$ cat config.mk
export PLATFORM = sky130hd
export DESIGN_NAME = square_tile_rotate_90_core
export DESIGN_NICKNAME = d
export VERILOG_FILES = /design/src/hdl/sqrot_pkg.sv /design/src/hdl/sqrot_ram.sv /design/src/hdl/sqrot_ctrl.sv /design/src/hdl/sqrot_dp.sv /design/src/hdl/square_tile_rotate_90_core.sv
export SDC_FILE = /design/constraint.sdc
export NUM_CORES = 2
export LEC_CHECK = 0
export BUFFER_PORTS_ARGS = -buffer_cell sky130_fd_sc_hd__buf_2
export CORE_ASPECT_RATIO = 1.2
export CORE_MARGIN = 2
export CORE_UTILIZATION = 40
export CTS_CLUSTER_SIZE = 12
export DETAILED_ROUTE_END_ITERATION = 12
export GPL_TIMING_DRIVEN = 0
export SYNTH_ARGS = -nofsm -noshare
export SYNTH_HDL_FRONTEND = slang
export SYNTH_HIERARCHICAL = 1
export SYNTH_SLANG_ARGS = --single-unit
$ cat constraint.sdc
create_clock -name clk_i -period 4.26 [get_ports clk_i]
set_input_delay 0.639 -clock clk_i [delete_from_list [all_inputs] [get_ports clk_i]]
set_output_delay 0.639 -clock clk_i [all_outputs]
set_load 0.05 [all_outputs]
$ cat src/hdl/sqrot_pkg.sv
// Shared types, constants and helpers of the square tile rotator.
package sqrot_pkg;

  // Largest tile side supported by the store
  localparam int unsigned TILE_DIM    = 8;
  localparam int unsigned STORE_DEPTH = TILE_DIM * TILE_DIM;
  localparam int unsigned DIM_W       = (TILE_DIM > 1) ? $clog2(TILE_DIM) : 1;
  localparam int unsigned ADDR_W      = (STORE_DEPTH > 1) ? $clog2(STORE_DEPTH) : 1;

  localparam int unsigned WORD_W      = 32;
  localparam int unsigned SIZE_W      = 4;
  localparam int unsigned CFG_IDX_W   = 2;
  localparam int unsigned CFG_DATA_W  = SIZE_W;

  localparam logic [SIZE_W-1:0] SIZE_RESET = SIZE_W'(TILE_DIM);

  // Configuration register indexes
  typedef enum logic [CFG_IDX_W-1:0] {
    CFG_TILE_SIZE = 2'd0,
    CFG_ROT_CCW   = 2'd1
  } cfg_idx_e;

  typedef enum logic {
    ST_LOAD,
    ST_EMIT
  } ctrl_state_e;

  // Controller to datapath commands
  typedef struct packed {
    logic in_ready;
    logic load_step;
    logic read_step;
  } ctrl_cmd_t;

  // Datapath to controller status
  typedef struct packed {
    logic load_last;
    logic emit_last;
    logic out_free;
  } dp_status_t;

  // Store address of a tile position
  function automatic logic [ADDR_W-1:0] tile_addr(input logic [DIM_W-1:0] row,
                                                  input logic [DIM_W-1:0] col);
    tile_addr = ADDR_W'(row * TILE_DIM + col);
  endfunction

endpackage

$ cat src/hdl/sqrot_ram.sv
// Generic simple dual-port RAM with registered read data.
module sqrot_ram #(
  parameter int unsigned WIDTH  = 32,
  parameter int unsigned DEPTH  = 64,
  parameter int unsigned ADDR_W = (DEPTH > 1) ? $clog2(DEPTH) : 1
) (
  input  logic              clk_i,
  input  logic              we_i,
  input  logic [ADDR_W-1:0] waddr_i,
  input  logic [WIDTH-1:0]  wdata_i,
  input  logic              re_i,
  input  logic [ADDR_W-1:0] raddr_i,
  output logic [WIDTH-1:0]  rdata_o
);

  logic [WIDTH-1:0] mem_q [DEPTH];
  logic [WIDTH-1:0] rdata_q;

  // Write port
  always_ff @(posedge clk_i) begin
    if (we_i) begin
      mem_q[waddr_i] <= wdata_i;
    end
  end

  // Read port, data held until the next read
  always_ff @(posedge clk_i) begin
    if (re_i) begin
      rdata_q <= mem_q[raddr_i];
    end
  end

  assign rdata_o = rdata_q;

endmodule

$ cat src/hdl/sqrot_ctrl.sv
// Load/emit sequencer of the square tile rotator.
module sqrot_ctrl (
  input  logic                  clk_i,
  input  logic                  rst_ni,
  input  logic                  in_valid_i,
  input  sqrot_pkg::dp_status_t status_i,
  output sqrot_pkg::ctrl_cmd_t  cmd_o
);
  import sqrot_pkg::*;

  ctrl_state_e state_q, state_d;

  // Next state
  always_comb begin
    state_d = state_q;
    unique case (state_q)
      ST_LOAD: begin
        if (in_valid_i && status_i.load_last) begin
          state_d = ST_EMIT;
        end
      end
      ST_EMIT: begin
        if (status_i.out_free && status_i.emit_last) begin
          state_d = ST_LOAD;
        end
      end
      default: state_d = ST_LOAD;
    endcase
  end

  // Commands
  always_comb begin
    cmd_o = '0;
    unique case (state_q)
      ST_LOAD: begin
        cmd_o.in_ready  = 1'b1;
        cmd_o.load_step = in_valid_i;
      end
      ST_EMIT: begin
        cmd_o.read_step = status_i.out_free;
      end
      default: cmd_o = '0;
    endcase
  end

  always_ff @(posedge clk_i or negedge rst_ni) begin
    if (!rst_ni) begin
      state_q <= ST_LOAD;
    end else begin
      state_q <= state_d;
    end
  end

endmodule

$ cat src/hdl/sqrot_dp.sv
// Datapath: config registers, tile counters, tile store and output stage.
module sqrot_dp (
  input  logic                             clk_i,
  input  logic                             rst_ni,
  input  logic                             cfg_we_i,
  input  logic [sqrot_pkg::CFG_IDX_W-1:0]  cfg_index_i,
  input  logic [sqrot_pkg::CFG_DATA_W-1:0] cfg_wdata_i,
  input  sqrot_pkg::ctrl_cmd_t             cmd_i,
  output sqrot_pkg::dp_status_t            status_o,
  input  logic [sqrot_pkg::WORD_W-1:0]     element_value_i,
  input  logic                             out_ready_i,
  output logic                             out_valid_o,
  output logic [sqrot_pkg::WORD_W-1:0]     rotated_value_o,
  output logic                             last_of_tile_o
);
  import sqrot_pkg::*;

  logic [SIZE_W-1:0] tile_size_q, tile_size_d;
  logic              ccw_q, ccw_d;
  logic [DIM_W-1:0]  side_m1;
  logic [DIM_W-1:0]  ld_row_q, ld_row_d, ld_col_q, ld_col_d;
  logic [DIM_W-1:0]  em_row_q, em_row_d, em_col_q, em_col_d;
  logic              out_valid_q, out_valid_d;
  logic              last_q, last_d;
  logic              ld_row_end, ld_col_end, em_row_end, em_col_end;
  logic [ADDR_W-1:0] waddr, raddr;
  logic [DIM_W-1:0]  src_row, src_col;

  // Clamp the programmed size into one..TILE_DIM, kept as side minus one
  always_comb begin
    if (tile_size_q == '0) begin
      side_m1 = '0;
    end else if (tile_size_q > SIZE_W'(TILE_DIM)) begin
      side_m1 = DIM_W'(TILE_DIM - 1);
    end else begin
      side_m1 = DIM_W'(tile_size_q - SIZE_W'(1));
    end
  end

  assign ld_col_end = (ld_col_q == side_m1);
  assign ld_row_end = (ld_row_q == side_m1);
  assign em_col_end = (em_col_q == side_m1);
  assign em_row_end = (em_row_q == side_m1);

  assign status_o.load_last = ld_row_end && ld_col_end;
  assign status_o.emit_last = em_row_end && em_col_end;
  assign status_o.out_free  = !out_valid_q || out_ready_i;

  // Configuration writes; a size write also restarts the load position
  always_comb begin
    tile_size_d = tile_size_q;
    ccw_d       = ccw_q;
    if (cfg_we_i) begin
      unique case (cfg_index_i)
        CFG_TILE_SIZE: tile_size_d = cfg_wdata_i[SIZE_W-1:0];
        CFG_ROT_CCW:   ccw_d       = cfg_wdata_i[0];
        default: ;
      endcase
    end
  end

  // Advance load position, wrap at tile end
  always_comb begin
    ld_row_d = ld_row_q;
    ld_col_d = ld_col_q;
    if (cfg_we_i && (cfg_index_i == CFG_TILE_SIZE)) begin
      ld_row_d = '0;
      ld_col_d = '0;
    end else if (cmd_i.load_step) begin
      if (ld_col_end) begin
        ld_col_d = '0;
        ld_row_d = ld_row_end ? '0 : ld_row_q + DIM_W'(1);
      end else begin
        ld_col_d = ld_col_q + DIM_W'(1);
      end
    end
  end

  // Advance emit position and the output stage
  always_comb begin
    em_row_d    = em_row_q;
    em_col_d    = em_col_q;
    out_valid_d = out_valid_q;
    last_d      = last_q;
    if (cmd_i.read_step) begin
      out_valid_d = 1'b1;
      last_d      = em_row_end && em_col_end;
      if (em_col_end) begin
        em_col_d = '0;
        em_row_d = em_row_end ? '0 : em_row_q + DIM_W'(1);
      end else begin
        em_col_d = em_col_q + DIM_W'(1);
      end
    end else if (out_ready_i) begin
      out_valid_d = 1'b0;
    end
  end

  // Source position of the rotated element
  always_comb begin
    if (ccw_q) begin
      src_row = em_col_q;
      src_col = side_m1 - em_row_q;
    end else begin
      src_row = side_m1 - em_col_q;
      src_col = em_row_q;
    end
  end

  assign waddr = tile_addr(ld_row_q, ld_col_q);
  assign raddr = tile_addr(src_row, src_col);

  always_ff @(posedge clk_i or negedge rst_ni) begin
    if (!rst_ni) begin
      tile_size_q <= SIZE_RESET;
      ccw_q       <= 1'b0;
      ld_row_q    <= '0;
      ld_col_q    <= '0;
      em_row_q    <= '0;
      em_col_q    <= '0;
      out_valid_q <= 1'b0;
      last_q      <= 1'b0;
    end else begin
      tile_size_q <= tile_size_d;
      ccw_q       <= ccw_d;
      ld_row_q    <= ld_row_d;
      ld_col_q    <= ld_col_d;
      em_row_q    <= em_row_d;
      em_col_q    <= em_col_d;
      out_valid_q <= out_valid_d;
      last_q      <= last_d;
    end
  end

  // Tile store; its read register doubles as the output word register
  sqrot_ram #(
    .WIDTH (WORD_W),
    .DEPTH (STORE_DEPTH)
  ) u_store (
    .clk_i   (clk_i),
    .we_i    (cmd_i.load_step),
    .waddr_i (waddr),
    .wdata_i (element_value_i),
    .re_i    (cmd_i.read_step),
    .raddr_i (raddr),
    .rdata_o (rotated_value_o)
  );

  assign out_valid_o    = out_valid_q;
  assign last_of_tile_o = last_q;

endmodule

$ cat src/hdl/square_tile_rotate_90_core.sv
// Top level of the square tile rotator: controller plus datapath.
// Loads n*n words, one per cycle while in_valid_i is high; after the last load the
// controller enters emit and the first rotated word leaves the store's read register.
// Emits n*n words at one per cycle while taken; the single tile store serves load and emit.
// The next tile's loading starts while the final rotated word still waits.
// Reset (async, active low) sets size 8, clockwise, empty output; the store is not cleared.
module square_tile_rotate_90_core (
  input  logic                             clk_i,
  input  logic                             rst_ni,
  input  logic                             cfg_we_i,
  input  logic [sqrot_pkg::CFG_IDX_W-1:0]  cfg_index_i,
  input  logic [sqrot_pkg::CFG_DATA_W-1:0] cfg_wdata_i,
  input  logic                             in_valid_i,
  output logic                             in_ready_o,
  input  logic signed [31:0]               element_value_i,
  output logic                             out_valid_o,
  input  logic                             out_ready_i,
  output logic signed [31:0]               rotated_value_o,
  output logic                             last_of_tile_o
);
  import sqrot_pkg::*;

  ctrl_cmd_t          cmd;
  dp_status_t         status;
  logic [WORD_W-1:0]  rot_word;

  sqrot_ctrl u_ctrl (
    .clk_i      (clk_i),
    .rst_ni     (rst_ni),
    .in_valid_i (in_valid_i),
    .status_i   (status),
    .cmd_o      (cmd)
  );

  sqrot_dp u_dp (
    .clk_i           (clk_i),
    .rst_ni          (rst_ni),
    .cfg_we_i        (cfg_we_i),
    .cfg_index_i     (cfg_index_i),
    .cfg_wdata_i     (cfg_wdata_i),
    .cmd_i           (cmd),
    .status_o        (status),
    .element_value_i (element_value_i),
    .out_ready_i     (out_ready_i),
    .out_valid_o     (out_valid_o),
    .rotated_value_o (rot_word),
    .last_of_tile_o  (last_of_tile_o)
  );

  assign in_ready_o      = cmd.in_ready;
  assign rotated_value_o = rot_word;

endmodule

==> metrics.sh <==
CRIT_PATH_MAX_FANOUT=11
SYNTH.LIB_CELLS_USED.DISTINCT=61
SW_FRAC_OF_TOTAL_PCT=37.30
GRT.TOTAL_USAGE_PCT=24.74
MOSTFREQUENTLAYOUTCELLS='sky130_fd_sc_hd__edfxtp_1 (2080), sky130_fd_sc_hd__mux4_2 (544), sky130_fd_sc_hd__clkbuf_16 (223)'
ROUTED-VIA-COUNT=41621
POWER_uW=71970
RUN_STATUS='finished, violations left'
DIE_Y_UM=494.8
TIMING.SETUP.TNS_PS=-893.1
TIMING.REG2REG.WORST_PATH_DEPTH=13
IR_WORST_VDD_mV=0.5132
POWER.INTERNAL_uW=45120
MAX_CAP_VIOL_COUNT=0
WORSTPATHARRIVAL_PS=4940
FINALSETUPVIOLCOUNT=16
YOSYS_REGISTER_BITS=2100
LAYOUT-AREA-OVERHEAD-VS-SYNTH_PCT=18.92
AVGVIACOUNTPERCELL=6.250
SYNTH_FF_TYPE='sky130_fd_sc_hd__edfxtp_1'
SYNTH.CELL_AREA_SQ_UM=80280
FINAL_COUNT_OF_PINS_VIOLATING_MAX_SLEW=0
INITIAL_UTILIZATION_PCT=40.14
SLEW-LIMIT-HEADROOM_PCT=6.204
POWER.COMBINATIONAL.FRACTION_PCT=44.7
WORST_SETUP_PATH_TYPE='register to register'
FIN_SKEW_PS=28.57
SHARE_OF_THE_CYCLE_NEEDED_BY_THE_CRITICAL_PATH_AFTER_ROUTING_PCT=102.4
LAYOUT_COMMONEST_CELL='sky130_fd_sc_hd__edfxtp_1'
DRT_ITER0_MARKERS=5703
LARGEST_NET_DEGREE_AT_THE_START_OF_GLOBAL_ROUTING=65
POST_SYNTH.CELL_AREA_AVG_SQ_UM=23.00
ROUTE.DETAILED.DRC=0
NUMBER_OF_GLOBAL_ROUTE_VIAS_BEFORE_REPAIR=39846
CRIT_PATH_END='u_dp/u_store/rdata_o[25]$_DFFE_PP_'
TIMING.CRITICAL_PATH.BUF_INV=6
LEVELS_ON_CRIT_PATH=13
MULTI_INPUT_COMB_AREA_SQ_UM=18160
FINALHOLDVIOLCOUNT=0
ANTENNA_FOUND_INITIAL=14
DIE-WIDTH_UM=413.0
ANTENNA_LEFT=0
POST_LAYOUT_MINIMUM_CYCLE_TIME_PS=4363
FP-ROW-COUNT=180
SYNTH_AREA_LEADERS='sky130_fd_sc_hd__edfxtp_1 (78%), sky130_fd_sc_hd__mux4_2 (15%), sky130_fd_sc_hd__mux2i_1 (1.2%), sky130_fd_sc_hd__nor2_1 (0.69%), sky130_fd_sc_hd__o22ai_1 (0.67%)'
PLACED_CELL_AREA_SQ_UM=86380
TIMING.FINAL.WS_SETUP_PS=-103.3
CTS_TREE='done'
DETAILED_ROUTER_ITERATION_COUNT_BEFORE_ANTENNA_REPAIR=5
POWER.STATIC_LEAKAGE_uW=0.02957
SYNTH-WARNING-COUNT=6
SEQ_POWER_SHARE_PCT=33.1
DIEAREA_SQ_UM=204300
CRIT_PATH_CELL_TRACE='dlymetal6s2s_1 -> nor2b_1 -> o21ai_4 -> buf_4 -> ha_1 -> mux2i_2 -> buf_6 -> buf_2 -> clkbuf_4 -> clkbuf_2 -> mux4_2 -> o22ai_4 -> nor2_2'
SYNTH_FP_NETS=3544
SYNTH-SEQ-AREA-SHARE_PCT=78.43
CP_SLOWEST_STAGE_DELAY_PS=550
SWITCHINGPOWER_uW=26840
GRT_PASS1_WL_UM=339900
TRITONCTS_NUM_SINKS=2100
FLOORPLAN.CORE_AREA_SQ_UM=200000
DETAIL_ROUTE.WL_PER_CELL_UM=38.33
PWR_DENS_nW_PER_UM2=753.8
PLACED_CELLS=6302
WORST_SETUP_PATH_START_KIND='register'
SEQUENTIAL_CELL_AREA_SQ_UM=62960
YS_ASYNC_SR_FRACTION_PCT=0.9524
SYNTH_EDF_COUNT=2080
TIMING.HOLD.WORST.CLASS='input port to register'
LAYOUT.CELL_AREA.NON_FILLER_SQ_UM=95470
POST_SYNTHESIS_INSTANCE_TOTAL=3490
PLACE_HPWL_UM=163300
WORST_SKEW_PAIR.LATE_LATENCY_PS=840
VIOLATIONS='setup timing'
DRIVE_ABOVE_1_SHARE_PCT=35.66
CRITICAL_PATH.REG2REG.ENDPOINT='u_dp/u_store/rdata_o[25]$_DFFE_PP_'
CLK_PIN_SLEW_PS=60
CRIT_SLOWEST_CELL='sky130_fd_sc_hd__dfstp_2'
LAYOUT.NETS=3986
SYNTHDOMINANTAREACELLTYPE='sky130_fd_sc_hd__edfxtp_1'
IO-PIN-COUNT=78
POWER_FRAC_CLOCK_PCT=22.2
CLOCK_PATH_BUFFERS=3
CP-STARTPOINT='u_dp/tile_size_q[3]$_DFFE_PN1P_'
CRIT_FAMILY='buffers and inverters'
GRT_SETUP_UNREPAIRED='yes'
PORT_BUFFERS=77
PLACE_CONGESTION=0.8514
FF2FF_SETUP_SLACK_PS=-100
WORST_EP_REQUIRED_TIME_PS=4830
NETLIST.AREA_LEADER.SHARE_PCT=77.80
COUNT_OF_NON_FILLER_CELLS_IN_THE_FINISHED_LAYOUT=6659
HTREEDEPTH=4
CLOCK_BUFFER_COUNT_FROM_CTS=201
ROOT_BUFFER='sky130_fd_sc_hd__clkbuf_16'
FILLERINSTANCES=16031
TOTAL_OVERFLOW_REPORTED_BY_THE_GLOBAL_ROUTER=0
CLOCK.FMAX_MHz=229.2
WORSTMARGINPINSLEW_PS=1407
TOTALWIRELENGTH_UM=255200
WORST_R2R_STARTPOINT='u_dp/tile_size_q[3]$_DFFE_PN1P_'
CP-END-KIND='register'
-- kinds of logic (layout without fill, tap and decap cells) --
| logic type | Yosys count | count (layout) | synth area share [%] |
|---|---|---|---|
| AO/OA/AOI/OAI | 239 | 239 | 1.912 |
| XOR/XNOR | 6 | 6 | 0.06547 |
| adder cells (fa/ha/maj) | 11 | 11 | 0.1901 |
| buffers and inverters | 201 | 721 | 1.205 |
| flip-flops | 2100 | 2100 | 78.43 |
| multiplexers | 642 | 642 | 16.49 |
| other | 0 | 10 | 0 |
| AND/OR/NAND/NOR | 291 | 291 | 1.714 |
-- final cells by class --
| cell class | count | share of cell area [%] |
|---|---|---|
| clock buffer | 244 | 5.549 |
| timing repair buffer | 249 | 3.402 |
| buffer | 177 | 2.283 |
| antenna | 10 | 0.02621 |
| tap | 2639 | 3.458 |
| inverter | 14 | 0.05504 |
| clock inverter | 37 | 0.2555 |
| sequential | 2100 | 65.95 |
| multi-input combinational | 1189 | 19.02 |
-- sequential cells by signal (all words and copies together) (netlist names) --
name	count
u_dp/ld_col_q	3
u_dp/ccw_q	1
u_dp/ld_row_q	3
u_dp/u_store/mem_q	2048
u_dp/last_of_tile_o	1
u_dp/em_col_q	3
u_dp/em_row_q	3
u_ctrl/state_q	1
u_dp/u_store/rdata_o	32
u_dp/tile_size_q	4
u_dp/out_valid_o	1
-- power groups by stage --
stage	Sequential [uW]	Combinational [uW]	Clock [uW]
CTS	23800	29100	16200
detailed placement	24200	25500	0
global placement	24300	25200	0
floorplan	24800	13700	0
global route	23800	32600	16900
finish	23800	32200	16000
-- layer usage --
layer / vias up / part of all wire [%] / wire (um) / global-route usage (%)
met5: - / 0.016 / 40 / 0
met4: 6 / 4.9 / 12540 / 10.61
met3: 449 / 9.9 / 25200 / 4.691
met2: 2582 / 49 / 125100 / 40.23
met1: 22869 / 36 / 92330 / 32.66
li1: 15715 / - / - / -
-- repair_timing --
| action | 4_1_cts | 5_1_grt |
|---|---|---|
| pin swaps | 16 | 42 |
| resized for setup | 511 | 184 |
| hold buffers | 5 | 0 |
| setup buffers | 23 | 39 |
| endpoints found under the setup margin | 32 | 32 |
| endpoints found under the hold margin | 23 | 0 |
| cloned | 2 | 7 |
-- through the flow --
| step | setup WS, ps | hold slack [ps] | utilization [%] |
|---|---|---|---|
| final | -103.3 | 91.88 | 47.74 |
| after global placement | -4619 | 488.8 | 41.99 |
| after detailed placement | -3287 | 501.8 | 43.19 |
| after floorplan | 42.92 | 343.4 | - |
| after CTS | -14.67 | 34.47 | 47.07 |
| after global routing | -198.8 | 95.96 | 47.73 |
-- tightest hold or removal path, delay by kind of cell --
kind	cells	cell delay, ps
buffers and inverters	1	70
and+or+nand+nor	2	170
-- cell usage after synthesis (all sizes together) (2+ instances only) --
cell type and instances:
edfxtp 2080, mux4 544, nor2 148, buf 109, mux2i 95, o22ai 86, clkbuf 77, a21oi 73
nand2 47, o221ai 27, dfrtp 19, nor2b 17, o21ai 15, inv 14, nand3 13, a22oi 12
nand2b 11, a311oi 9, ha 9, nand3b 8, nor3 8, and3 6, or3 6, or3b 6
a41o 4, nand4 4, o32ai 4, and2 3, and2b 3, mux2 3, nor4 3, or2 3
xnor2 3, xor2 3, a31oi 2, fa 2, o211ai 2, or2b 2
-- how the worst min path moves through the flow --
stage | endpoint | slack, ps | start | cells after the start
after floorplan | u_ctrl/state_q$_DFF_PN0_ | 340 | rst_ni | 0
after global placement | u_dp/last_of_tile_o$_DFFE_PN0P_ | 490 | u_dp/last_of_tile_o$_DFFE_PN0P_ | 1
after detailed placement | u_dp/out_valid_o$_DFFE_PN0P_ | 500 | u_dp/out_valid_o$_DFFE_PN0P_ | 2
after CTS | u_dp/out_valid_o$_DFFE_PN0P_ | 30 | out_ready_i | 3
after global routing | u_dp/out_valid_o$_DFFE_PN0P_ | 100 | out_ready_i | 3
final | u_dp/out_valid_o$_DFFE_PN0P_ | 90 | out_ready_i | 3
No activity file was read; power rests on OpenSTA's default activity.
